## config.mk

```make
export PLATFORM = sky130hd
export DESIGN_NAME = matrix_keypad_scanner
export DESIGN_NICKNAME = d
export VERILOG_FILES = /design/src/hw/rtl/kps_pkg.sv /design/src/hw/rtl/kps_line_scan.sv /design/src/hw/rtl/kps_regs.sv /design/src/hw/rtl/kps_core.sv /design/src/hw/rtl/matrix_keypad_scanner.sv
export SDC_FILE = /design/constraint.sdc
export NUM_CORES = 1
export LEC_CHECK = 0
export BUFFER_PORTS_ARGS = -buffer_cell sky130_fd_sc_hd__buf_2
export CAP_MARGIN = 20
export CORE_MARGIN = 5
export CORE_UTILIZATION = 40
export CTS_CLUSTER_DIAMETER = 100
export DETAILED_ROUTE_END_ITERATION = 10
export PLACE_DENSITY = 0.64
export RECOVER_POWER = 100
export SYNTH_ARGS = -nofsm -noshare
export SYNTH_HDL_FRONTEND = slang
export SYNTH_HIERARCHICAL = 1
export SYNTH_SLANG_ARGS = --single-unit
```

## constraint.sdc

```tcl
create_clock -name clk -period 4.6 [get_ports clk]
set_input_delay 0.46 -clock clk [delete_from_list [all_inputs] [get_ports clk]]
set_output_delay 0.46 -clock clk [all_outputs]
set_load 0.02 [all_outputs]
```

## src/hw/rtl/kps_pkg.sv

```systemverilog
// Shared types and constants for the matrix keypad scanner.
// No dependencies; imported by every module of the block.
package kps_pkg;

    localparam int SENSE_W   = 4;
    localparam int HOLDOFF_W = 16;
    localparam int TICK_W    = 32;
    localparam int KEY_IDX_W = 2;
    localparam int APB_DW    = 32;
    localparam int APB_AW    = 3;

    // Item kinds
    localparam logic KIND_TICK = 1'b0;
    localparam logic KIND_READ = 1'b1;

    // Register indexes, taken from paddr[2]
    localparam logic REG_HOLDOFF = 1'b0;
    localparam logic REG_LEVEL   = 1'b1;

    localparam logic [HOLDOFF_W-1:0] HOLDOFF_RESET = 16'd20;
    localparam logic                 LEVEL_RESET   = 1'b1;

    typedef struct packed {
        logic [HOLDOFF_W-1:0] holdoff;
        logic                 active_level;
    } cfg_t;

    typedef struct packed {
        logic                 key_valid;
        logic [KEY_IDX_W-1:0] key_row;
        logic [KEY_IDX_W-1:0] key_column;
        logic                 column_phase_next;
    } result_t;

endpackage

```

## src/hw/rtl/kps_line_scan.sv

```systemverilog
// Priority encoder: lowest sense line at the active level.
// Depends on kps_pkg.
module kps_line_scan
    import kps_pkg::*;
#(
    parameter int COUNT = 4,
    parameter int IDX_W = 2
)
(
    input  logic [SENSE_W-1:0] lines,
    input  logic               active_level,
    output logic               found,
    output logic [IDX_W-1:0]   index
);

    always_comb
    begin
        found = 1'b0;
        index = '0;
        // scan from the top down so the lowest match wins
        for (int i = COUNT - 1; i >= 0; i--)
        begin
            if (lines[i] == active_level)
            begin
                found = 1'b1;
                index = IDX_W'(i);
            end
        end
    end

endmodule

```

## src/hw/rtl/kps_regs.sv

```systemverilog
// APB configuration registers: press holdoff and active sense level.
// Depends on kps_pkg.
module kps_regs
    import kps_pkg::*;
(
    input  logic              clk,
    input  logic              rst_n,
    input  logic              psel,
    input  logic              penable,
    input  logic              pwrite,
    input  logic [APB_AW-1:0] paddr,
    input  logic [APB_DW-1:0] pwdata,
    output logic [APB_DW-1:0] prdata,
    output logic              pready,
    output cfg_t              cfg
);

    cfg_t cfg_reg;
    cfg_t cfg_next;
    logic wr_en;

    assign pready = 1'b1;
    assign wr_en  = psel && penable && pwrite;

    always_comb
    begin
        cfg_next = cfg_reg;
        if (wr_en)
        begin
            unique case (paddr[2])
                REG_HOLDOFF: cfg_next.holdoff      = pwdata[HOLDOFF_W-1:0];
                REG_LEVEL:   cfg_next.active_level = pwdata[0];
                default:     cfg_next              = cfg_reg;
            endcase
        end
    end

    always_ff @(posedge clk or negedge rst_n)
    begin
        if (!rst_n)
        begin
            cfg_reg.holdoff      <= HOLDOFF_RESET;
            cfg_reg.active_level <= LEVEL_RESET;
        end
        else
        begin
            cfg_reg <= cfg_next;
        end
    end

    always_comb
    begin
        unique case (paddr[2])
            REG_HOLDOFF: prdata = APB_DW'(cfg_reg.holdoff);
            REG_LEVEL:   prdata = APB_DW'(cfg_reg.active_level);
            default:     prdata = '0;
        endcase
    end

    assign cfg = cfg_reg;

endmodule

```

## src/hw/rtl/kps_core.sv

```systemverilog
// Scan state and latch update for one word: tick counter, phase,
// found row and column, holdoff check. Depends on kps_pkg, kps_line_scan.
module kps_core
    import kps_pkg::*;
#(
    parameter int ROWS    = 4,
    parameter int COLUMNS = 4
)
(
    input  logic               clk,
    input  logic               rst_n,
    input  logic               fire,
    input  logic               kind,
    input  logic [SENSE_W-1:0] sense_lines,
    input  cfg_t               cfg,
    output result_t            result
);

    localparam int ROW_SCAN  = (ROWS < SENSE_W) ? ROWS : SENSE_W;
    localparam int COL_SCAN  = (COLUMNS < SENSE_W) ? COLUMNS : SENSE_W;
    localparam int ROW_IDX_W = (ROW_SCAN > 1) ? $clog2(ROW_SCAN) : 1;
    localparam int COL_IDX_W = (COL_SCAN > 1) ? $clog2(COL_SCAN) : 1;

    logic [TICK_W-1:0]    tick_count_reg, tick_count_next;
    logic [TICK_W-1:0]    last_press_reg, last_press_next;
    logic                 column_phase_reg, column_phase_next;
    logic                 row_found_reg, row_found_next;
    logic [ROW_IDX_W-1:0] row_idx_reg, row_idx_next;
    logic                 col_found_reg, col_found_next;
    logic [COL_IDX_W-1:0] col_idx_reg, col_idx_next;
    logic                 latch_valid_reg, latch_valid_next;
    logic [ROW_IDX_W-1:0] latch_row_reg, latch_row_next;
    logic [COL_IDX_W-1:0] latch_col_reg, latch_col_next;

    logic                 scan_row_found;
    logic [ROW_IDX_W-1:0] scan_row_idx;
    logic                 scan_col_found;
    logic [COL_IDX_W-1:0] scan_col_idx;
    logic [TICK_W-1:0]    tick_inc;
    logic [TICK_W-1:0]    press_limit;
    logic                 tick_fire;

    kps_line_scan #(.COUNT(ROW_SCAN), .IDX_W(ROW_IDX_W)) u_row_scan
    (
        .lines        (sense_lines),
        .active_level (cfg.active_level),
        .found        (scan_row_found),
        .index        (scan_row_idx)
    );

    kps_line_scan #(.COUNT(COL_SCAN), .IDX_W(COL_IDX_W)) u_col_scan
    (
        .lines        (sense_lines),
        .active_level (cfg.active_level),
        .found        (scan_col_found),
        .index        (scan_col_idx)
    );

    assign tick_fire   = fire && (kind == KIND_TICK);
    assign tick_inc    = tick_count_reg + TICK_W'(1);
    assign press_limit = last_press_reg + TICK_W'(cfg.holdoff);

    always_comb
    begin
        tick_count_next   = tick_count_reg;
        last_press_next   = last_press_reg;
        column_phase_next = column_phase_reg;
        row_found_next    = row_found_reg;
        row_idx_next      = row_idx_reg;
        col_found_next    = col_found_reg;
        col_idx_next      = col_idx_reg;
        latch_valid_next  = latch_valid_reg;
        latch_row_next    = latch_row_reg;
        latch_col_next    = latch_col_reg;

        if (tick_fire)
        begin
            tick_count_next   = tick_inc;
            column_phase_next = !column_phase_reg;
            if (column_phase_reg)
            begin
                col_found_next = scan_col_found;
                col_idx_next   = scan_col_idx;
            end
            else
            begin
                row_found_next = scan_row_found;
                row_idx_next   = scan_row_idx;
            end

            if (!row_found_next && !col_found_next)
            begin
                latch_valid_next = 1'b0;
                latch_row_next   = '0;
                latch_col_next   = '0;
            end
            else if (row_found_next && col_found_next && (tick_inc > press_limit))
            begin
                latch_valid_next = 1'b1;
                latch_row_next   = row_idx_next;
                latch_col_next   = col_idx_next;
                last_press_next  = tick_inc;
            end
        end
        else if (fire)
        begin
            // read: drop the latch after reporting it
            latch_valid_next = 1'b0;
            latch_row_next   = '0;
            latch_col_next   = '0;
        end
    end

    always_ff @(posedge clk or negedge rst_n)
    begin
        if (!rst_n)
        begin
            tick_count_reg   <= '0;
            last_press_reg   <= '0;
            column_phase_reg <= 1'b1;
            row_found_reg    <= 1'b0;
            row_idx_reg      <= '0;
            col_found_reg    <= 1'b0;
            col_idx_reg      <= '0;
            latch_valid_reg  <= 1'b0;
            latch_row_reg    <= '0;
            latch_col_reg    <= '0;
        end
        else
        begin
            tick_count_reg   <= tick_count_next;
            last_press_reg   <= last_press_next;
            column_phase_reg <= column_phase_next;
            row_found_reg    <= row_found_next;
            row_idx_reg      <= row_idx_next;
            col_found_reg    <= col_found_next;
            col_idx_reg      <= col_idx_next;
            latch_valid_reg  <= latch_valid_next;
            latch_row_reg    <= latch_row_next;
            latch_col_reg    <= latch_col_next;
        end
    end

    // tick reports the updated latch, read reports it before clearing
    always_comb
    begin
        if (kind == KIND_READ)
        begin
            result.key_valid         = latch_valid_reg;
            result.key_row           = latch_valid_reg ? KEY_IDX_W'(latch_row_reg) : '0;
            result.key_column        = latch_valid_reg ? KEY_IDX_W'(latch_col_reg) : '0;
            result.column_phase_next = column_phase_reg;
        end
        else
        begin
            result.key_valid         = latch_valid_next;
            result.key_row           = latch_valid_next ? KEY_IDX_W'(latch_row_next) : '0;
            result.key_column        = latch_valid_next ? KEY_IDX_W'(latch_col_next) : '0;
            result.column_phase_next = column_phase_next;
        end
    end

endmodule

```

## src/hw/rtl/matrix_keypad_scanner.sv

```systemverilog
// Top level of the matrix keypad scanner: input register, scan core,
// result register, APB registers. Depends on kps_pkg, kps_core, kps_regs.
//
// Usage:
//   Input channel (in_valid / in_stall) carries one word per tick or read:
//   kind = 0 is a scan tick with the sense lines of the current phase,
//   kind = 1 reads and clears the latched key.
//   Output channel (out_valid / out_stall) returns one result word per
//   input word, in order: key_valid, key_row, key_column, column_phase_next.
//   An accepted word sits in the input register while the priority encode and
//   the 32-bit holdoff compare feed the result register, which loads the word
//   when it is empty or being taken and then raises out_valid. Throughput is
//   one word per cycle while the receiver does not stall; the core updates its
//   state in the cycle a word moves into the result register.
//   When the receiver stalls, the result register holds its word, the input
//   register fills, and in_stall rises only once both are occupied.
//   Reset clears the tick counter and press time, selects the column phase,
//   forgets found row and column, drops the latch, and sets the holdoff to
//   20 ticks and the active level to 1. Write the APB registers (holdoff at
//   0x0, active level at 0x4) only while no word is in flight.
module matrix_keypad_scanner
    import kps_pkg::*;
#(
    parameter int ROWS    = 4,
    parameter int COLUMNS = 4
)
(
    input  logic                 clk,
    input  logic                 rst_n,

    input  logic                 in_valid,
    output logic                 in_stall,
    input  logic                 kind,
    input  logic [SENSE_W-1:0]   sense_lines,

    output logic                 out_valid,
    input  logic                 out_stall,
    output logic                 key_valid,
    output logic [KEY_IDX_W-1:0] key_row,
    output logic [KEY_IDX_W-1:0] key_column,
    output logic                 column_phase_next,

    input  logic                 psel,
    input  logic                 penable,
    input  logic                 pwrite,
    input  logic [APB_AW-1:0]    paddr,
    input  logic [APB_DW-1:0]    pwdata,
    output logic [APB_DW-1:0]    prdata,
    output logic                 pready
);

    logic               in_valid_reg, in_valid_next;
    logic               kind_reg;
    logic [SENSE_W-1:0] sense_reg;
    logic               out_valid_reg, out_valid_next;
    result_t            result_reg;
    result_t            core_result;
    cfg_t               cfg;
    logic               advance;
    logic               in_take;
    logic               fire;

    kps_regs u_regs
    (
        .clk     (clk),
        .rst_n   (rst_n),
        .psel    (psel),
        .penable (penable),
        .pwrite  (pwrite),
        .paddr   (paddr),
        .pwdata  (pwdata),
        .prdata  (prdata),
        .pready  (pready),
        .cfg     (cfg)
    );

    kps_core #(.ROWS(ROWS), .COLUMNS(COLUMNS)) u_core
    (
        .clk         (clk),
        .rst_n       (rst_n),
        .fire        (fire),
        .kind        (kind_reg),
        .sense_lines (sense_reg),
        .cfg         (cfg),
        .result      (core_result)
    );

    // result register is free when empty or being taken this cycle
    assign advance  = !out_valid_reg || !out_stall;
    assign fire     = in_valid_reg && advance;
    assign in_stall = in_valid_reg && !advance;
    assign in_take  = in_valid && !in_stall;

    always_comb
    begin
        in_valid_next = in_valid_reg;
        if (in_take)
        begin
            in_valid_next = 1'b1;
        end
        else if (advance)
        begin
            in_valid_next = 1'b0;
        end
        out_valid_next = advance ? in_valid_reg : out_valid_reg;
    end

    always_ff @(posedge clk or negedge rst_n)
    begin
        if (!rst_n)
        begin
            in_valid_reg  <= 1'b0;
            out_valid_reg <= 1'b0;
        end
        else
        begin
            in_valid_reg  <= in_valid_next;
            out_valid_reg <= out_valid_next;
        end
    end

    always_ff @(posedge clk)
    begin
        if (in_take)
        begin
            kind_reg  <= kind;
            sense_reg <= sense_lines;
        end
        if (fire)
        begin
            result_reg <= core_result;
        end
    end

    assign out_valid         = out_valid_reg;
    assign key_valid         = result_reg.key_valid;
    assign key_row           = result_reg.key_row;
    assign key_column        = result_reg.key_column;
    assign column_phase_next = result_reg.column_phase_next;

endmodule

```

==> impl_metrics.py, run 1 <==
metrics = {
    "run_status": {
        "outcome": "complete, but fails checks",
        "violations": "capacitance limit, slew limit",
    },
    "timing": {
        "tns_ns": 0,
        "clock-skew-final_ns": 0.00940,
        "finalMaxSlewViolations": 67,
        "slew_headroom_pct": -138,
        "period_minus_slack_ns": 4.44,
        "period_share_pct": 96.5,
        "rsz0062_at_grt": "true",
        "finalHoldViolCount": 0,
        "setup_viol": 0,
        "tightestPinTransition_ns": 3.58,
        "fmaxAchievable_ghz": 0.225,
    },
    "detailed_routing": {
        "drc_errors": 0,
        "vias": 4753,
        "wl_per_cell_um": 14.2,
        "drtIter0Drc": 133,
        "via_per_inst": 4.98,
        "postRouteAntennaNets": 0,
        "wl_mm": 13.6,
        "first_pass_iters": 4,
    },
    "power": {
        "total_power_mw": 2.53,
        "vdd_drop_max_v": 0.000219,
        "leakage_nw": 3.69,
        "powerDensity_nw_per_um2": 323,
    },
    "global_route": {
        "grt_max_degree": 67,
        "grtUsageTotal_pct": 14.2,
        "grt_pass1_vias": 4629,
        "overflow": 0,
        "grt_pass1_wl_mm": 22.9,
        "antenna_found_initial": 0,
    },
    "floorplan": {
        "fp.dieW_um": 142,
        "coreArea_um2": 17100,
        "initial_utilization_pct": 40.4,
        "io_pins": 88,
        "dieHeight_um": 142,
        "num_rows": 48,
        "fp.dieArea_um2": 20000,
    },
    "job": {
        "drv_cap": 1,
    },
    "worst_setup_path": {
        "cp-start-kind": "flop",
        "cp_slowest_cell": "dfrtp_1",
        "critPathCaptureType": "flop",
        "critPathMaxStageDelay_ns": 0.40,
        "r2r_cells": 19,
        "path_max_fanout": 4,
        "worst-endpoint-required_ns": 4.71,
        "cp_cell_sequence": "ha_2, inv_2, fa_2, nor2b_4, o31a_1, o211ai_1, a21boi_1, o31a_1, o41ai_2, xor2_1, ha_1, nand4_1, nor2_2, a22o_1, o41a_1, o211ai_1, buf_4, nand2_2, mux2_4",
        "path_class": "flop to flop",
        "worstPathArrival_ns": 4.55,
    },
    "synth": {
        "syn_area_per_cell_um2": 10.5,
        "synth_top_area_share_pct": 32.9,
        "syn_area_um2": 6920,
        "async_flop_share_pct": 89.6,
        "yosys-top-cells-area": "dfrtp_1 33%, ha_1 8.9%, xnor2_1 5.4%",
        "ys_types": 64,
        "synthCells": 662,
        "synth_seq_area_share_pct": 39.2,
        "yosys_warnings": 6,
        "synth_edf_count": 11,
        "synth-seq-cells": 106,
        "ys.flop_type": "dfrtp_1",
        "synth_top_cell_by_area": "dfrtp_1",
    },
    "clocking": {
        "cts_root_buf": "clkbuf_16",
        "holdBufCountCts": 0,
        "clock-sinks": 106,
        "cts_tree": "done",
        "cts_buffers": 9,
        "cts_max_level": 3,
        "clk_path_buf_depth": 2,
        "clkLatencyLatePin_ns": 0.36,
        "clk_pin_slew_ns": 0.07,
    },
    "layout": {
        "area.growth.synth_to_final_pct": 12.9,
        "fin_nets": 822,
        "drive_gt1_share_pct": 17.8,
        "fillers": 1629,
        "antenna_cells": 0,
    },
    "hold_path": {
        "min_path_cells": 1,
        "hold_path_class": "input port to flop",
    },
    "place": {
        "hpwl_mm": 10.2,
        "port_buffers": 52,
        "gp_congestion": 0.844,
    },
}
-- path summary, 6_finish.rpt --
kind                       slack (ns)                        end                       from
hold / removal                   0.27               sense_reg[2]             sense_lines[2]
setup / recovery                 0.16                  key_valid              u_regs/cfg[1]
hold reg to reg                  0.49  u_core/tick_count_reg[31]  u_core/tick_count_reg[31]
max in group asynchronous        1.06  u_core/tick_count_reg[21]                      rst_n
min in group asynchronous        1.31   u_core/last_press_reg[8]                      rst_n
setup reg to reg                 0.16                  key_valid              u_regs/cfg[1]
-- per-layer routing --
metal  vias up  GRT usage (%)  wire length (um)
met5         -              0                 0
met4         0           3.48               165
met3        10           3.74               564
met2        68           22.6              6210
met1      2248           19.3              6610
li1       2427              -                 -
-- per-stage QoR --
stage | hold slack [ns] | std cells | util [%] | setup slack, ns | cell area [um^2]
2_1_floorplan | 0.164 | 677 | - | 0.497 | 6980
3_3_place_gp | 0.471 | 933 | 43.5 | 0.133 | 7450
3_5_place_dp | 0.478 | 933 | 43.5 | 0.111 | 7450
4_1_cts | 0.232 | 949 | 45.3 | 0.0663 | 7760
5_1_grt | 0.243 | 955 | 45.7 | -0.0785 | 7820
6_report | 0.266 | 955 | 45.7 | 0.161 | 7820
-- repair_timing --
action | CTS | global route
endpoints found under the setup margin | 0 | 40
gates resized for setup | 0 | 32
buffers inserted | 0 | 6
-- kinds of logic after synthesis --
group                    after synthesis  synth area share (%)
AO/OA/AOI/OAI                         88                  8.35
XOR/XNOR                              91                  12.1
adder cells (fa/ha/maj)               50                  9.15
buffers and inverters                 53                  4.25
flip-flops                           106                  39.2
multiplexers                          61                  10.4
other                                  2                 0.108
AND/OR/NAND/NOR                      211                  16.5
-- placed cells by master, fill, tap and decap left out, types with 5 or more instances in the layout --
| cell | Yosys | final |
|---|---|---|
| xnor2_1 | 43 | 43 |
| dfrtp_1 | 91 | 91 |
| o211ai_1 | 5 | 5 |
| mux2_1 | 18 | 21 |
| buf_4 | 21 | 16 |
| ha_1 | 49 | 47 |
| xor2_1 | 43 | 43 |
| or2_1 | 5 | 5 |
| o21a_1 | 7 | 7 |
| a21o_1 | 5 | 5 |
| and3_1 | 7 | 7 |
| nand4_1 | 19 | 19 |
| nand2_1 | 50 | 49 |
| a21oi_1 | 22 | 21 |
| edfxtp_1 | 11 | 11 |
| nand2b_1 | 7 | 7 |
| nor3_1 | 5 | 5 |
| and2b_1 | 5 | 5 |
| mux2i_1 | 5 | 5 |
| conb_1 | 2 | 17 |
| o21ai_1 | 2 | 7 |
| mux2_4 | 10 | 16 |
| inv_1 | 16 | 15 |
| nor2_1 | 50 | 49 |
| mux2_2 | 28 | 19 |
| nor2b_1 | 16 | 15 |
| clkbuf_1 | 8 | 27 |
| o21ai_0 | 18 | 13 |
| buf_2 | 7 | 26 |
| nand3_1 | 23 | 24 |
| clkbuf_16 | 0 | 9 |
-- area by class of cell --
class,instances,area (um^2),area share [%]
Clock inverter,7,85.1,1.09
Timing Repair Buffer,74,428,5.48
Tap cell,225,282,3.60
Sequential cell,106,2710,34.7
Multi-Input combinational cell,518,4020,51.5
Clock buffer,9,225,2.88
Inverter,16,60.1,0.768
-- cells in the mapped netlist, types with 7 or more instances --
cell / n
nor2b_1: 16
mux2_1: 18
buf_4: 21
nand2_1: 50
nand4_1: 19
o21ai_0: 18
dfrtp_1: 91
o21a_1: 7
mux2_2: 28
xor2_1: 43
xnor2_1: 43
buf_2: 7
edfxtp_1: 11
nand2b_1: 7
ha_1: 49
nand3_1: 23
nor2_1: 50
a21oi_1: 22
clkbuf_1: 8
and3_1: 7
mux2_4: 10
inv_1: 16
-- worst max-delay path, delay by kind of cell (launching register included) --
family / cells / cell delay (ns)
and+or+nand+nor: 4 / 0.33
muxes: 1 / 0.29
DFF: 1 / 0.40
AOI/OAI and AO/OA: 8 / 2.00
xor gates and xnor gates: 1 / 0.20
buffers and inverters: 2 / 0.27
adders and majority gates: 3 / 0.69
-- power by group --
group / switching (mW) / total, mW / internal (mW)
Sequential: 0.106 / 1.15 / 1.05
Clock: 0.380 / 0.814 / 0.434
Combinational: 0.303 / 0.557 / 0.254
Total: 0.789 / 2.53 / 1.74
Note: power is estimated with default switching activity, not from simulation.
==> run 2, diff against run 1 <==
Clock period 4.6 ns to 4.3 ns, I/O delays scaled along.
==> run 2 against run 1 <==
The flow finishes with violations (capacitance limit, slew limit, setup timing). Critical path type unchanged. Clock skew down 0.0013 ns. Largest cell class unchanged. Critical endpoint is now u_core/last_press_reg[26]. Sequential share of layout area down 0.83 points. Clock power up 4.1%.
==> impl_metrics.py, run 2 (synthesis results as in run 1) <==
metrics = {
    "global_route": {
        "top_usage_layer": "met2",
        "grt_pass1_wl_mm": 23.1,
        "grt_pass1_vias": 4778,
        "antenna_found_initial": 0,
        "overflow": 0,
        "grtUsageTotal_pct": 14.1,
        "use_met2_pct": 22.6,
        "gr-usage-met3_pct": 3.37,
        "grt_use_met1_pct": 19.2,
        "grt_max_degree": 69,
    },
    "worst_setup_path": {
        "worst-path-buf-inv": 3,
        "regToRegStartpoint": "u_regs/cfg[1]",
        "cp-startpoint": "u_regs/cfg[1]",
        "path_max_fanout": 9,
        "worstPathArrival_ns": 4.57,
        "cp_slowest_cell": "dfrtp_1",
        "crit_family": "compound AO/OA/AOI/OAI gates",
        "path_class": "flop to flop",
        "worst-endpoint-required_ns": 4.54,
        "critPathCaptureType": "flop",
        "cp_cell_sequence": "ha_2, inv_2, fa_2, nor2b_4, o31a_1, o211ai_1, a21boi_1, o31a_1, o41ai_2, xor2_1, ha_1, nand4_1, nor2_2, a22o_1, o41a_1, o211ai_1, buf_6, clkbuf_16, mux2_1",
        "critPathMaxStageDelay_ns": 0.39,
        "cp-start-kind": "flop",
    },
    "timing": {
        "setup_viol": 15,
        "slew_headroom_pct": -149,
        "fmaxAchievable_ghz": 0.231,
        "rsz0062_at_grt": "true",
        "finalMaxSlewViolations": 69,
        "period_share_pct": 101,
        "period_minus_slack_ns": 4.33,
        "clock-skew-final_ns": 0.00806,
        "timing.final.ws_setup_ns": -0.0284,
        "finalHoldViolCount": 0,
        "tightestPinTransition_ns": 3.74,
    },
    "run_status": {
        "outcome": "complete, but fails checks",
        "violations": "capacitance limit, slew limit, setup timing",
    },
    "hold_path": {
        "hold_path_class": "input port to flop",
        "worstHoldStart": "sense_lines[2]",
    },
    "detailed_routing": {
        "first_pass_iters": 4,
        "drc_errors": 0,
        "drtIter0Drc": 172,
        "wl_per_cell_um": 14.0,
        "wl_mm": 13.7,
        "postRouteAntennaNets": 0,
        "via_per_inst": 4.95,
        "vias": 4849,
    },
    "floorplan": {
        "fp.dieArea_um2": 20000,
        "dieHeight_um": 142,
        "fp.dieW_um": 142,
        "coreArea_um2": 17100,
        "num_rows": 48,
        "initial_utilization_pct": 40.4,
        "io_pins": 88,
    },
    "clocking": {
        "cts_max_level": 3,
        "clk_path_buf_depth": 2,
        "cts_root_buf": "clkbuf_16",
        "cts_buffers": 9,
        "clk_pin_slew_ns": 0.07,
        "cts_tree": "done",
        "clkLatencyLatePin_ns": 0.36,
        "clock-sinks": 106,
    },
    "power": {
        "powerDensity_nw_per_um2": 339,
        "total_power_mw": 2.71,
        "leakage_nw": 3.82,
        "vdd_drop_max_v": 0.000267,
    },
    "layout": {
        "area.growth.synth_to_final_pct": 15.7,
        "fin_nets": 847,
        "final_common_cell": "dfrtp_1",
        "final_cell_mix": "91 x dfrtp_1, 49 x nand2_1, 49 x nor2_1",
        "antenna_cells": 0,
        "utilization_pct": 46.8,
        "drive_gt1_share_pct": 21.3,
    },
    "place": {
        "port_buffers": 52,
        "dp_slack_ns": -0.129,
        "gp_congestion": 0.802,
        "hpwl_mm": 10.3,
    },
    "job": {
        "drv_cap": 1,
    },
}
## run 2: cell types whose count changed in the layout (fill, tap and decap cells not counted), sizes merged
cell / change
inv: -3
clkbuf: +2
buf: +23
clkinv: +3
## run 2: path summary, 6_finish.rpt
kind | endpoint | slack [ns] | cells past startpoint
worst min register to register | u_core/tick_count_reg[31] | 0.48 | 1
min in group asynchronous | u_regs/cfg[8] | 1.34 | 1
worst max-delay path | u_core/last_press_reg[26] | -0.03 | 19
worst min-delay path | sense_reg[2] | 0.25 | 1
max in group asynchronous | u_core/last_press_reg[26] | 0.85 | 1
worst max register to register | u_core/last_press_reg[26] | -0.03 | 19
## run 2: what timing repair did
| action | 4_1_cts | 5_1_grt |
|---|---|---|
| hold endpoints to repair | 0 | 0 |
| endpoints found under the setup margin | 36 | 40 |
| buffers inserted | 2 | 1 |
| pin swaps | 1 | 0 |
| gates resized for setup | 24 | 14 |
| hold buffers | 0 | 0 |
| gates cloned | 0 | 1 |
## run 2: final cells by class
cell class / count / area [um^2]
clock inverter: 7 / 78.8
multi-input combinational: 518 / 4030
sequential: 106 / 2710
fill: 1633 / 9110
inverter: 16 / 60.1
timing repair buffer: 99 / 619
clock buffer: 9 / 225
tap: 225 / 282
## run 2: metal layers
layer  share of wire, %  vias to the layer above
li1                   -                     2471
met1                 49                     2289
met2                 45                       80
met3                4.3                        9
met4                1.2                        0
met5                  0                        -
## run 2: stage by stage
stage / hold slack (ns) / cells / instance area (um^2) / TNS (ns)
4_1_cts: 0.230 / 978 / 8050 / -0.302
6_report: 0.245 / 980 / 8010 / -0.165
3_3_place_gp: 0.475 / 960 / 7640 / -1.03
3_5_place_dp: 0.479 / 960 / 7640 / -2.68
5_1_grt: 0.229 / 980 / 8010 / -13.18
2_1_floorplan: 0.134 / 677 / 6980 / 0
## run 2: power breakdown
group          leakage (nW)  internal [mW]  switching (mW)
logic                  2.31          0.298           0.335
registers              1.37           1.12           0.111
clock network         0.150          0.457           0.390
## run 2: worst register-to-register path: cells and delay by family, from the launching register on
| family | cells | cell delay [ns] |
|---|---|---|
| DFF | 1 | 0.39 |
| xor gates and xnor gates | 1 | 0.21 |
| buffers and inverters | 3 | 0.42 |
| muxes | 1 | 0.31 |
| AOI/OAI and AO/OA | 8 | 1.96 |
| and+or+nand+nor | 3 | 0.26 |
| adders and majority gates | 3 | 0.66 |
==> run 3, diff against run 2 <==
Settings changed: CTS_BUF_LIST from default to sky130_fd_sc_hd__clkbuf_2 sky130_fd_sc_hd__clkbuf_4 sky130_fd_sc_hd__clkbuf_8.
==> run 3 against run 2 <==
The flow still finishes with violations (capacitance limit, slew limit, setup timing). Clock power is 24% lower. Core utilization is 0.45 points lower. Highest routed layer unchanged. First-iteration DRC count grew 11%. Largest cell class unchanged. Non-clock buffer count grew 4. Cell count increased by 0.41%. Maximum frequency shrank 1.6%. Count of clock-buffer cells in the layout is the same.
==> impl_metrics.py, run 3 (synthesis results as in run 1) <==
metrics = {
    "run_status": {
        "outcome": "complete, but fails checks",
        "violations": "capacitance limit, slew limit, setup timing",
    },
    "worst_setup_path": {
        "critPathMaxStageDelay_ns": 0.40,
        "path_class": "flop to flop",
        "worstPathArrival_ns": 4.67,
        "cp_cell_sequence": "ha_2, inv_2, fa_2, nor2b_4, o31a_1, o211ai_1, a21boi_1, o31a_1, o41ai_2, xor2_1, ha_1, nand4_1, nor2_2, a22o_1, o41a_1, o211ai_1, buf_4, buf_12, buf_12, mux2_1",
        "critPathCaptureType": "flop",
        "crit_family": "compound AO/OA/AOI/OAI gates",
        "path_max_fanout": 11,
        "cp-start-kind": "flop",
        "worst-path-buf-inv": 4,
        "worst-endpoint-required_ns": 4.57,
        "cp_slowest_cell": "dfrtp_1",
    },
    "detailed_routing": {
        "vias": 4862,
        "first_pass_iters": 4,
        "wl_per_cell_um": 13.9,
        "drtIter0Drc": 191,
        "postRouteAntennaNets": 0,
        "wl_mm": 13.7,
        "via_per_inst": 4.94,
        "drc_errors": 0,
    },
    "clocking": {
        "clk_pin_slew_ns": 0.11,
        "clkLatencyLatePin_ns": 0.39,
        "cts_buffers": 9,
        "cts_root_buf": "clkbuf_8",
        "cts_max_level": 3,
        "holdBufCountCts": 0,
        "clk_path_buf_depth": 2,
        "cts_tree": "done",
        "clock-sinks": 106,
    },
    "power": {
        "p_sw_share_pct": 32.4,
        "power.internal_mw": 1.69,
        "clkPwrFrac_pct": 25.6,
        "powerDensity_nw_per_um2": 316,
        "leakage_nw": 3.79,
        "vdd_drop_max_v": 0.000258,
        "seqPwrFrac_pct": 49.2,
        "switchingPower_uw": 811,
        "p_comb_share_pct": 25.2,
    },
    "timing": {
        "clock-skew-final_ns": 0.0104,
        "timing.hold.ws_ns": 0.216,
        "timing.final.ws_setup_ns": -0.0991,
        "tns_ns": -1.38,
        "setup_viol": 21,
        "tightestPinTransition_ns": 3.73,
        "finalMaxSlewViolations": 69,
        "finalHoldViolCount": 0,
        "period_minus_slack_ns": 4.40,
        "fmaxAchievable_ghz": 0.227,
        "rsz0062_at_grt": "true",
        "period_share_pct": 102,
        "slew_headroom_pct": -148,
    },
    "floorplan": {
        "dieHeight_um": 142,
        "initial_utilization_pct": 40.4,
        "fp.dieArea_um2": 20000,
        "fp.dieW_um": 142,
        "num_rows": 48,
        "coreArea_um2": 17100,
        "io_pins": 88,
    },
    "global_route": {
        "grt_max_degree": 69,
        "grt_pass1_vias": 4801,
        "antenna_found_initial": 0,
        "grtUsageTotal_pct": 14.2,
        "overflow": 0,
        "grt_pass1_wl_mm": 23.2,
    },
    "place": {
        "hpwl_mm": 10.3,
        "placed_area_um2": 7640,
        "port_buffers": 52,
        "gp_congestion": 0.802,
        "dp_slack_ns": -0.129,
    },
    "layout": {
        "drive_gt1_share_pct": 21.1,
        "area.growth.synth_to_final_pct": 14.5,
        "fin_nets": 851,
        "antenna_cells": 0,
        "final_cell_mix": "91 x dfrtp_1, 50 x nand2_1, 49 x nor2_1",
        "final_cell_area_um2": 7930,
        "fillers": 1649,
        "final_common_cell": "dfrtp_1",
        "utilization_pct": 46.3,
    },
    "hold_path": {
        "hold_path_class": "input port to flop",
    },
    "job": {
        "drv_cap": 1,
    },
}
-- run 3: routing by layer --
layer  share of wire, %  track usage [%]  routed length [um]  vias to the layer above
met4                1.1             3.33                 153                        0
met3                4.5             3.57                 621                        9
li1                   -                -                   -                     2473
met2                 45             22.7                6190                       84
met1                 49             19.3                6740                     2296
met5                  0                0                   0                        -
-- run 3: final timing paths --
path                                      startpoint                   endpoint  slack (ns)  cells past startpoint
min in group asynchronous                      rst_n              u_regs/cfg[9]        1.30                      1
min reg2reg                u_core/tick_count_reg[31]  u_core/tick_count_reg[31]        0.49                      1
max reg2reg                            u_regs/cfg[1]  u_core/last_press_reg[26]        -0.1                     20
min                                   sense_lines[2]               sense_reg[2]        0.22                      1
max in group asynchronous                      rst_n  u_core/tick_count_reg[24]        0.90                      1
max                                    u_regs/cfg[1]  u_core/last_press_reg[26]        -0.1                     20
-- run 3: power by group through the flow --
stage	combinational (mW)	clock (mW)	sequential, mW
final	0.632	0.641	1.23
after global routing	0.704	0.712	1.25
after CTS	0.667	0.669	1.23
after detailed placement	0.653	0	1.25
after global placement	0.646	0	1.25
after floorplan	0.476	0	1.22
-- run 3: worst reg2reg max path, cell delays in order, from the launching register on --
cell	delay (ns)
dfrtp_1	0.40
ha_2	0.19
inv_2	0.05
fa_2	0.22
nor2b_4	0.05
o31a_1	0.26
o211ai_1	0.26
a21boi_1	0.13
o31a_1	0.28
o41ai_2	0.24
xor2_1	0.20
ha_1	0.25
nand4_1	0.14
nor2_2	0.07
a22o_1	0.17
o41a_1	0.36
o211ai_1	0.23
buf_4	0.19
buf_12	0.12
buf_12	0.13
mux2_1	0.32
-- run 3: final cells by class --
type / instances / area [um^2] / area share (%)
flip-flops and latches: 106 / 2710 / 34.2
well taps: 225 / 282 / 3.55
multi-input cells: 518 / 4010 / 50.5
inverters: 16 / 60.1 / 0.757
clock inverters: 7 / 78.8 / 0.994
clock buffers: 9 / 124 / 1.56
repair buffers: 103 / 664 / 8.38
-- run 3: what timing repair did --
action,in CTS,in global routing
resized for setup,20,10
setup endpoints to repair,36,40
buffers inserted,6,3
gates cloned,1,0
pin swaps,1,0
-- run 3: through the flow --
stage                     power, mW  instances
after floorplan                1.70        677
after global routing           2.67        984
after global placement         1.89        960
after CTS                      2.57        982
final                          2.51        984
after detailed placement       1.91        960
